$ cat src/phs_pkg.sv
// ----------------------------------------------------------------------------
// Profile hop sequencer package
// Codes, widths and limits shared by the sequencer and its checker.
// ----------------------------------------------------------------------------
package phs_pkg;

    localparam int MAX_PROFILES = 8;
    localparam int INDEX_SLOTS  = 8;

    localparam int INDEX_W  = 3;
    localparam int COUNT_W  = 4;
    localparam int MODE_W   = 2;
    localparam int PERIOD_W = 32;
    localparam int CMD_W    = 2;

    localparam int IN_TDATA_W  = 8;
    localparam int OUT_TDATA_W = 8;
    localparam int CFG_INDEX_W = 2;
    localparam int CFG_DATA_W  = 32;

    localparam int COUNT_LIMIT_INT = (MAX_PROFILES < INDEX_SLOTS) ? MAX_PROFILES : INDEX_SLOTS;
    localparam logic [COUNT_W-1:0] COUNT_LIMIT = COUNT_W'(COUNT_LIMIT_INT);

    localparam logic [CMD_W-1:0] CMD_TICK    = 2'd0;
    localparam logic [CMD_W-1:0] CMD_SELECT  = 2'd1;
    localparam logic [CMD_W-1:0] CMD_RESTART = 2'd2;

    localparam logic [MODE_W-1:0] MODE_MANUAL   = 2'd0;
    localparam logic [MODE_W-1:0] MODE_CYCLE    = 2'd1;
    localparam logic [MODE_W-1:0] MODE_PINGPONG = 2'd2;

    localparam logic [CFG_INDEX_W-1:0] CFG_PROFILE_COUNT = 2'd0;
    localparam logic [CFG_INDEX_W-1:0] CFG_HOP_MODE      = 2'd1;
    localparam logic [CFG_INDEX_W-1:0] CFG_PERIOD_TICKS  = 2'd2;

    localparam logic [COUNT_W-1:0] PROFILE_COUNT_RESET = 4'd1;

    // Remainder of a small value by a count of one to eight.
    function automatic logic [COUNT_W-1:0] mod_small(input logic [COUNT_W-1:0] value,
                                                     input logic [COUNT_W-1:0] count);
        logic [COUNT_W-1:0] rem;
        rem = value;
        for (int i = 0; i < INDEX_SLOTS; i++)
        begin
            if (rem >= count)
            begin
                rem = rem - count;
            end
        end
        return rem;
    endfunction

endpackage

$ cat src/profile_hop_sequencer_top.sv
// ----------------------------------------------------------------------------
// Profile hop sequencer
// Chooses the active output profile from ticks, manual selects and restarts.
//
//   Channel   Direction  Signals                                   Width
//   s_axis    in         tvalid, tready, tdata (cmd, select_index)  8
//   m_axis    out        tvalid, tready, tdata (index, hopped)      8
//   cfg       in         valid, ready, index, data                  2 + 32
//
// One item is accepted per cycle while no stalled result holds it; each gives one result.
// The item passes an input register, then one compare-and-add step updates
// the hop state and loads the result register.
// Reset restores profile 0, upward direction, a zero count and the default
// registers. A stalled result holds the pipeline; an empty input register still
// takes an item while a finished result waits.
// ----------------------------------------------------------------------------
module profile_hop_sequencer_top (
    input  logic                               clk,
    input  logic                               rst_n,
    input  logic                               s_axis_tvalid,
    output logic                               s_axis_tready,
    // [1:0] cmd, [4:2] select_index, [7:5] zero
    input  logic [phs_pkg::IN_TDATA_W-1:0]     s_axis_tdata,
    output logic                               m_axis_tvalid,
    input  logic                               m_axis_tready,
    // [2:0] profile_index, [3] hopped, [7:4] zero
    output logic [phs_pkg::OUT_TDATA_W-1:0]    m_axis_tdata,
    input  logic                               cfg_valid,
    output logic                               cfg_ready,
    input  logic [phs_pkg::CFG_INDEX_W-1:0]    cfg_index,
    input  logic [phs_pkg::CFG_DATA_W-1:0]     cfg_data
);
    import phs_pkg::*;

    logic                    in_valid_reg;
    logic [CMD_W-1:0]        in_cmd_reg;
    logic [INDEX_W-1:0]      in_sel_reg;
    logic                    out_valid_reg;
    logic [INDEX_W-1:0]      out_index_reg;
    logic                    out_hopped_reg;

    logic [COUNT_W-1:0]      profile_count_reg;
    logic [MODE_W-1:0]       hop_mode_reg;
    logic [PERIOD_W-1:0]     period_ticks_reg;
    logic [INDEX_W-1:0]      index_reg;
    logic [INDEX_W-1:0]      index_next;
    logic                    going_up_reg;
    logic                    going_up_next;
    logic [PERIOD_W-1:0]     elapsed_reg;
    logic [PERIOD_W-1:0]     elapsed_next;
    logic                    hopped;

    logic                    res_free;
    logic                    fire;
    logic                    cfg_fire;
    logic [COUNT_W-1:0]      count_eff;
    logic                    hop_enable;
    logic [PERIOD_W:0]       tick_sum;
    logic                    tick_hit;
    logic [COUNT_W-1:0]      cycle_next;
    logic signed [4:0]       pp_step;
    logic signed [4:0]       pp_count;
    logic signed [4:0]       pp_pos;
    logic                    pp_up;

    assign res_free      = !out_valid_reg || m_axis_tready;
    assign s_axis_tready = !in_valid_reg || res_free;
    assign fire          = in_valid_reg && res_free;
    assign cfg_ready     = 1'b1;
    assign cfg_fire      = cfg_valid;

    assign m_axis_tvalid = out_valid_reg;
    assign m_axis_tdata  = {4'd0, out_hopped_reg, out_index_reg};

    always_comb
    begin
        if (profile_count_reg == '0)
        begin
            count_eff = COUNT_W'(1);
        end
        else if (profile_count_reg > COUNT_LIMIT)
        begin
            count_eff = COUNT_LIMIT;
        end
        else
        begin
            count_eff = profile_count_reg;
        end
    end

    assign hop_enable = (hop_mode_reg == MODE_CYCLE || hop_mode_reg == MODE_PINGPONG)
                        && (period_ticks_reg != '0);
    assign tick_sum   = {1'b0, elapsed_reg} + (PERIOD_W+1)'(1);
    assign tick_hit   = tick_sum >= {1'b0, period_ticks_reg};
    assign cycle_next = mod_small({1'b0, index_reg} + COUNT_W'(1), count_eff);
    assign pp_count   = $signed({1'b0, count_eff});
    assign pp_step    = $signed({2'b00, index_reg}) + (going_up_reg ? 5'sd1 : -5'sd1);

    always_comb
    begin
        pp_pos = pp_step;
        pp_up  = going_up_reg;
        if (pp_pos >= pp_count)
        begin
            pp_pos = pp_count - 5'sd2;
            pp_up  = 1'b0;
        end
        if (pp_pos < 5'sd0)
        begin
            pp_pos = 5'sd1;
            pp_up  = 1'b1;
        end
        if (pp_pos >= pp_count)
        begin
            pp_pos = pp_count - 5'sd1;
        end
    end

    always_comb
    begin
        index_next    = index_reg;
        going_up_next = going_up_reg;
        elapsed_next  = elapsed_reg;
        hopped        = 1'b0;
        unique case (in_cmd_reg)
            CMD_TICK:
            begin
                if (hop_enable)
                begin
                    if (tick_hit)
                    begin
                        elapsed_next = '0;
                        hopped       = 1'b1;
                        if (hop_mode_reg == MODE_CYCLE)
                        begin
                            index_next = cycle_next[INDEX_W-1:0];
                        end
                        else
                        begin
                            index_next    = pp_pos[INDEX_W-1:0];
                            going_up_next = pp_up;
                        end
                    end
                    else
                    begin
                        elapsed_next = tick_sum[PERIOD_W-1:0];
                    end
                end
            end
            CMD_SELECT:
            begin
                if ({1'b0, in_sel_reg} < count_eff)
                begin
                    index_next = in_sel_reg;
                    hopped     = 1'b1;
                end
            end
            CMD_RESTART:
            begin
                index_next    = '0;
                going_up_next = 1'b1;
                elapsed_next  = '0;
                hopped        = 1'b1;
            end
            default:
            begin
                hopped = 1'b0;
            end
        endcase
    end

    always_ff @(posedge clk or negedge rst_n)
    begin
        if (!rst_n)
        begin
            in_valid_reg <= 1'b0;
        end
        else if (s_axis_tvalid && s_axis_tready)
        begin
            in_valid_reg <= 1'b1;
        end
        else if (res_free)
        begin
            in_valid_reg <= 1'b0;
        end
    end

    always_ff @(posedge clk)
    begin
        if (s_axis_tvalid && s_axis_tready)
        begin
            in_cmd_reg <= s_axis_tdata[CMD_W-1:0];
            in_sel_reg <= s_axis_tdata[CMD_W+INDEX_W-1:CMD_W];
        end
    end

    always_ff @(posedge clk or negedge rst_n)
    begin
        if (!rst_n)
        begin
            out_valid_reg <= 1'b0;
        end
        else if (fire)
        begin
            out_valid_reg <= 1'b1;
        end
        else if (m_axis_tready)
        begin
            out_valid_reg <= 1'b0;
        end
    end

    always_ff @(posedge clk)
    begin
        if (fire)
        begin
            out_index_reg  <= index_next;
            out_hopped_reg <= hopped;
        end
    end

    always_ff @(posedge clk or negedge rst_n)
    begin
        if (!rst_n)
        begin
            profile_count_reg <= PROFILE_COUNT_RESET;
            hop_mode_reg      <= MODE_MANUAL;
            period_ticks_reg  <= '0;
            index_reg         <= '0;
            going_up_reg      <= 1'b1;
            elapsed_reg       <= '0;
        end
        else if (cfg_fire)
        begin
            unique case (cfg_index)
                CFG_PROFILE_COUNT:
                begin
                    profile_count_reg <= cfg_data[COUNT_W-1:0];
                end
                CFG_HOP_MODE:
                begin
                    hop_mode_reg <= cfg_data[MODE_W-1:0];
                    elapsed_reg  <= '0;
                end
                CFG_PERIOD_TICKS:
                begin
                    period_ticks_reg <= cfg_data[PERIOD_W-1:0];
                    elapsed_reg      <= '0;
                end
                default:
                begin
                    profile_count_reg <= profile_count_reg;
                end
            endcase
        end
        else if (fire)
        begin
            index_reg    <= index_next;
            going_up_reg <= going_up_next;
            elapsed_reg  <= elapsed_next;
        end
    end

endmodule

$ cat config.mk
export PLATFORM = sky130hd
export DESIGN_NAME = profile_hop_sequencer_top
export DESIGN_NICKNAME = d
export VERILOG_FILES = /design/src/phs_pkg.sv /design/src/profile_hop_sequencer_top.sv
export SDC_FILE = /design/constraint.sdc
export NUM_CORES = 1
export LEC_CHECK = 0
export ABC_CLOCK_PERIOD_IN_PS = 13400
export BUFFER_PORTS_ARGS = -buffer_cell sky130_fd_sc_hd__buf_2
export CAP_MARGIN = 20
export CORE_MARGIN = 8
export CORE_UTILIZATION = 60
export CTS_BUF_LIST = sky130_fd_sc_hd__clkbuf_4
export DETAILED_ROUTE_END_ITERATION = 8
export GPL_ROUTABILITY_DRIVEN = 0
export PLACE_DENSITY_LB_ADDON = 0.08
export REMOVE_ABC_BUFFERS = 1
export SLEW_MARGIN = 5
export SYNTH_ARGS = -nofsm -noshare
export SYNTH_HDL_FRONTEND = slang
export SYNTH_SLANG_ARGS = --single-unit
export TNS_END_PERCENT = 50
$ cat constraint.sdc
create_clock -name clk -period 13.4 [get_ports clk]
set_clock_uncertainty 0.2 [all_clocks]
set_input_delay 0 -clock clk [delete_from_list [all_inputs] [get_ports clk]]
set_output_delay 0 -clock clk [all_outputs]
set_load 0.03 [all_outputs]
== After elaboration in Yosys (flattened, before gate mapping) ==
Index checks and enable logic that the tools add are counted.
Cells by class
  add/subtract/negate cells: 13
  multiply operators: 0
  div/mod/pow operators: 0
  $lt $le $gt $ge: 14
  eq/ne operators: 12
  shift-type cells: 0
  mux-type cells: 39
  bitwise gates (word level): 1
  reduce and logical (&&, ||, !) cells: 24
Operators with widths (number)
  $mux 32: 5
  $pmux 32 s2: 1
  $mux 4: 9
  $add 32x1->33 const B: 1
  $ge 33x32->1: 1
  $ge 4x4->1: 8
  $reduce_bool 32->1: 1
  $sub 4x4->4: 7
  $mux 3: 6
  $mux 5: 3
  $mux 1: 12
  $ge 5x5->1: 2
  $pmux 3 s3: 1
  $ne 2x2->1 const B: 4
  $reduce_and 2->1: 4
  $reduce_bool 2->1: 4
  $reduce_and 7->1: 1
  $eq 2x1->1 const B: 3
  $eq 2x2->1 const B: 3
  $ne 3x3->1 const B: 2
  $add 4x5->5: 1
  $lt 5x1->1 const B: 1
  $sub 4x2->5 const B: 1
  $add 3x1->4 const B: 1
  15 further kinds: 21
Storage, ports and cells
  register bits: 85
  bits in latches: 0
  RAM bits: 0
  bits in read-only memories: 0
  input bits: 47
  output and inout port bits: 11
  word-level logic and storage cells: 115
  memories: 0

== Depth between registers and ports, before layout ==
  word-level depth: 23
  depth in mapped cells: 59
  depth with buffers taken out: 58

== Worst setup path before layout ==
No wires, ideal clock.
  path kind: register -> register
  from: register profile_count_reg[3]
  to: register out_index_reg[2] (data pin)
  library setup time: 0.262 ns
  arrival: 11.896 ns
  required time: 12.938 ns
  path slack: 1.042 ns
  stages on the path, launching flop included: 57
  buffers on the path: 1
  clock period less this slack: 12.358 ns
  cell sequence: dfrtp_1 -> inv_1 -> nand2_1 -> inv_1 -> fa_1 -> a21boi_0 -> o21ba_2 -> o21bai_1 -> a221oi_1 -> ha_1 -> o21ai_0 -> a31oi_1 -> nor2_1 -> a21oi_1 -> ha_1 -> fa_1 -> a21boi_0 -> o21ai_0 -> (+21 left out) -> a21oi_1 -> nand3_1 -> o221ai_1 -> inv_1 -> ha_1 -> fa_1 -> a21boi_0 -> o21ai_1 -> o21ai_0 -> ha_1 -> fa_1 -> a21boi_0 -> o21ai_1 -> a21o_1 -> o32ai_1 -> a31oi_1 -> a211o_1 -> nand2_1
On the way
  longest elaborated chain between the ends: 23
  elaborated cells on any way between the ends: 42
  those cells by class: add/sub: 10; order compare: 13; mux: 18; reduce/logical: 1
Ends and longest elaborated chain
  from (decl): RTL line profile_hop_sequencer_top.sv:42  | logic [COUNT_W-1:0] profile_count_reg;
  from (signal assigned): RTL line profile_hop_sequencer_top.sv:238  | profile_count_reg <= cfg_data[COUNT_W-1:0];
  from (signal assigned): RTL line profile_hop_sequencer_top.sv:252  | profile_count_reg <= profile_count_reg;
  $gt 4x4->1: RTL line profile_hop_sequencer_top.sv:81  | else if (profile_count_reg > COUNT_LIMIT)
  $mux 4: RTL line profile_hop_sequencer_top.sv:81
  $mux 4 *: RTL line profile_hop_sequencer_top.sv:77  | if (profile_count_reg == '0)
  $sub 4x4->4 / $ge 4x4->1 (equally long branches): RTL line phs_pkg.sv:47, phs_pkg.sv:45
  $mux 4: RTL line phs_pkg.sv:45  | if (rem >= count)
  $sub 4x4->4 / $ge 4x4->1 (equally long branches): RTL line phs_pkg.sv:47, phs_pkg.sv:45
  $mux 4: RTL line phs_pkg.sv:45
  $sub 4x4->4 / $ge 4x4->1 (equally long branches): RTL line phs_pkg.sv:47, phs_pkg.sv:45
  (+8 left out)
  $mux 4: RTL line phs_pkg.sv:45
  $ge 4x4->1 / $sub 3x3->3 (equally long branches): RTL line phs_pkg.sv:45, phs_pkg.sv:47
  $mux 3: RTL line phs_pkg.sv:45
  $mux 3: RTL line profile_hop_sequencer_top.sv:134  | if (hop_mode_reg == MODE_CYCLE)
  $mux 3: RTL line profile_hop_sequencer_top.sv:130  | if (tick_hit)
  $mux 3: RTL line profile_hop_sequencer_top.sv:128  | if (hop_enable)
  $pmux 3 s3 *: RTL line profile_hop_sequencer_top.sv:125  | unique case (in_cmd_reg)
  via index_next[2]: RTL line profile_hop_sequencer_top.sv:46  | logic [INDEX_W-1:0] index_next;
  to (signal assigned): RTL line profile_hop_sequencer_top.sv:217  | out_index_reg <= index_next;
  to (decl): RTL line profile_hop_sequencer_top.sv:39  | logic [INDEX_W-1:0] out_index_reg;
The timed path passes the listed nets; every way through them passes the cells marked *.
A chain may end at the register's enable or synchronous reset.

== Final worst setup path ==
  from: register index_reg[1]
  to: register out_index_reg[0] (data pin)
On the way
  longest elaborated chain between the ends: 21
  elaborated cells on any way between the ends: 36
  those cells by class: add/sub: 10; order compare: 11; mux: 15
Ends and longest elaborated chain
  from (decl): RTL line profile_hop_sequencer_top.sv:45  | logic [INDEX_W-1:0] index_reg;
  from (signal assigned): RTL line profile_hop_sequencer_top.sv:258  | index_reg <= index_next;
  $add 3x1->4: RTL line profile_hop_sequencer_top.sv:95  | assign cycle_next = mod_small({1'b0, index_reg} + COUNT_W'(1), count_eff);
  $sub 4x4->4 / $ge 4x4->1 (equally long branches): RTL line phs_pkg.sv:47, phs_pkg.sv:45
  $mux 4: RTL line phs_pkg.sv:45
  $sub 4x4->4 / $ge 4x4->1 (equally long branches): RTL line phs_pkg.sv:47, phs_pkg.sv:45
  $mux 4: RTL line phs_pkg.sv:45
  $sub 4x4->4 / $ge 4x4->1 (equally long branches): RTL line phs_pkg.sv:47, phs_pkg.sv:45
  $mux 4: RTL line phs_pkg.sv:45
  $sub 4x4->4 / $ge 4x4->1 (equally long branches): RTL line phs_pkg.sv:47, phs_pkg.sv:45
  (+6 left out)
  $mux 4: RTL line phs_pkg.sv:45
  $ge 4x4->1 / $sub 3x3->3 (equally long branches): RTL line phs_pkg.sv:45, phs_pkg.sv:47
  $mux 3: RTL line phs_pkg.sv:45
  $mux 3 *: RTL line profile_hop_sequencer_top.sv:134
  $mux 3 *: RTL line profile_hop_sequencer_top.sv:130
  $mux 3 *: RTL line profile_hop_sequencer_top.sv:128
  $pmux 3 s3 *: RTL line profile_hop_sequencer_top.sv:125
  via index_next[0]: RTL line profile_hop_sequencer_top.sv:46
Marked as above.

==> results.py <==
metrics = {
    "finish": {
        "stdcell_count": 1057,
        "final_cell_mix": "84 x ha_1, 74 x dfrtp_1, 72 x inv_1",
        "diodes": 0,
        "final_nets": 1045,
        "final-seq-area_um2": 2170,
        "multiInputGateArea_um2": 4800,
        "final_common_cell": "ha_1",
        "drive_gt1_share_pct": 16.3,
        "nFillCells": 945,
        "area_growth_pct": 14.3,
    },
    "route": {
        "drcViolationCount": 0,
        "viasPerCell": 6.13,
        "wirelength_um": 17800,
        "drtAntennaViolNets": 0,
        "routed-via-count": 6479,
        "drt_iter0_drc": 354,
        "wl_per_cell_um": 16.8,
        "drtPass1Iterations": 5,
    },
    "hold_path": {
        "min_path_type": "in2async",
    },
    "sta": {
        "fin_setup_tns_ns": 0,
        "setup_viol": 0,
        "worst-slew-pin-transition_ns": 1.04,
        "hold_viol_final": 0,
        "slew_headroom_pct": 30.4,
        "achievable-frequency_mhz": 80.5,
        "fin_crit_ns": 12.42,
        "timing.final.crit_share_pct": 92.7,
        "layout_setup_ws_ns": 0.978,
        "drv_slew": 0,
        "grt_setup_unrepaired": "no",
    },
    "logic_synthesis": {
        "synth-edff-count": 9,
        "ys_ff_latch": 85,
        "mappedNetlistArea_um2": 7380,
        "seq_area_frac_synth_pct": 29.5,
        "syn_avg_cell_area_um2": 9.16,
        "ys_async_sr_fraction_pct": 89.4,
        "synthCells": 805,
        "synthFlopType": "dfrtp_1",
        "synthDistinctLibCells": 73,
        "yosys_warnings": 0,
    },
    "global_route": {
        "grt_pass1_vias": 6369,
        "antenna_found_initial": 1,
        "grt_max_degree": 77,
        "overflow": 0,
        "grt.total_usage_pct": 22.4,
        "grt_pass1_wl_um": 29700,
    },
    "worst_setup_path": {
        "cp_max_fo": 8,
        "critPathSlowestCell": "dfrtp_1",
        "rr_startpoint": "index_reg[1]",
        "cp.arrival_ns": 12.41,
        "r2r_cells": 55,
        "path_common_cell": "ha_1",
        "path_class": "reg2reg",
        "rrSetupSlack_ns": 0.98,
        "startpoint": "index_reg[1]",
        "endpoint_kind": "flop",
        "critPathRequiredTime_ns": 13.39,
        "startpoint_type": "flop",
        "cpPeakStageDelay_ns": 0.49,
    },
    "clock_tree": {
        "clkTransAtPathRegs_ns": 0.14,
        "cts_root_buf": "clkbuf_4",
        "cts_setup_buffers": 0,
        "clockBufferDepth": 2,
        "insertion_delay_ns": 0.45,
        "numCtsBuffers": 9,
        "tritoncts": "done",
        "cts.sinks": 85,
        "htreeDepth": 3,
    },
    "place": {
        "io_buffers": 49,
        "pre_cts_ws_ns": 0.709,
        "post-dp-hpwl_um": 13200,
        "dpl.cell_count": 997,
    },
    "floorplanning": {
        "initial_core_util_pct": 61.4,
        "die_w_um": 127,
        "core.rowCount": 40,
        "die_y_um": 127,
        "core_area_um2": 12000,
        "num_io_pins": 58,
        "die_area_um2": 16100,
    },
    "job": {
        "cap_violations": 0,
    },
    "run_status": {
        "status": "complete, no violations",
    },
}
[through the flow]
step	area (µm²)	hold slack (ns)	utilization [%]
6_report	8440	0.0243	70.2
5_1_grt	8440	0.0126	70.2
4_1_cts	8410	0.0275	70.1
3_5_place_dp	7810	-0.0214	65.0
3_3_place_gp	7810	-0.0216	65.0
2_1_floorplan	7230	-0.496	-
[layer usage]
| layer | vias up | routed length [µm] | GRT usage, % |
|---|---|---|---|
| met5 | - | 11 | 0 |
| met4 | 2 | 440 | 8.54 |
| met3 | 35 | 708 | 3.60 |
| met2 | 160 | 9160 | 40.6 |
| met1 | 3140 | 7490 | 25.9 |
| li1 | 3142 | - | - |
[area by class of cell]
| class | count | area share [%] |
|---|---|---|
| multi-input cells | 624 | 56.9 |
| flip-flops and latches | 85 | 25.8 |
| repair buffers | 113 | 9.94 |
| inverters | 72 | 3.20 |
| well taps | 147 | 2.18 |
| clock inverters | 7 | 1.16 |
| clock buffers | 9 | 0.801 |
[synth_stat cells (20+ instances only)]
library cell	count	area, µm²
nor2_1	38	143
xor2_1	26	228
o21ai_0	32	160
dfrtp_1	74	1850
mux2_2	40	450
inv_1	72	270
nand3_1	20	100
xnor2_1	21	184
a31oi_1	32	200
ha_1	84	1050
nand2_1	58	218
a21oi_1	53	265
[worst max-delay path, delay by kind of cell (launching register included)]
| family | cells | cell delay (ns) |
|---|---|---|
| flip-flops | 1 | 0.49 |
| adder cells (fa/ha/maj) | 14 | 4.47 |
| AND/OR/NAND/NOR | 11 | 1.63 |
| AO/OA/AOI/OAI | 26 | 4.99 |
| buffers and inverters | 4 | 0.37 |
[timing repair]
item | 4_1_cts | 5_1_grt
hold buffers | 44 | 0
setup endpoints to repair | 0 | 6
endpoints found under the hold margin | 134 | 0
resized for setup | 0 | 6
[cell families (layout without fill, tap and decap cells)]
| kind of cell | Yosys count | in the layout | synth area share (%) |
|---|---|---|---|
| AOI/OAI and AO/OA | 218 | 218 | 20.1 |
| and+or+nand+nor | 218 | 218 | 15.7 |
| buffers and inverters | 99 | 201 | 5.85 |
| adders and majority gates | 93 | 93 | 16.7 |
| DFF | 85 | 85 | 29.5 |
| xor gates and xnor gates | 47 | 47 | 5.58 |
| muxes | 43 | 43 | 6.51 |
| other | 2 | 5 | 0.102 |
[final timing paths]
check / endpoint
min: m_axis_tvalid
min in group clk: in_sel_reg[0]
max reg2reg: out_index_reg[0]
max in group asynchronous: profile_count_reg[2]
min reg2reg: m_axis_tvalid
max: out_index_reg[0]
Power is not shown: default switching activity piles up to over one toggle a cycle in this logic, so the estimate is an artifact.
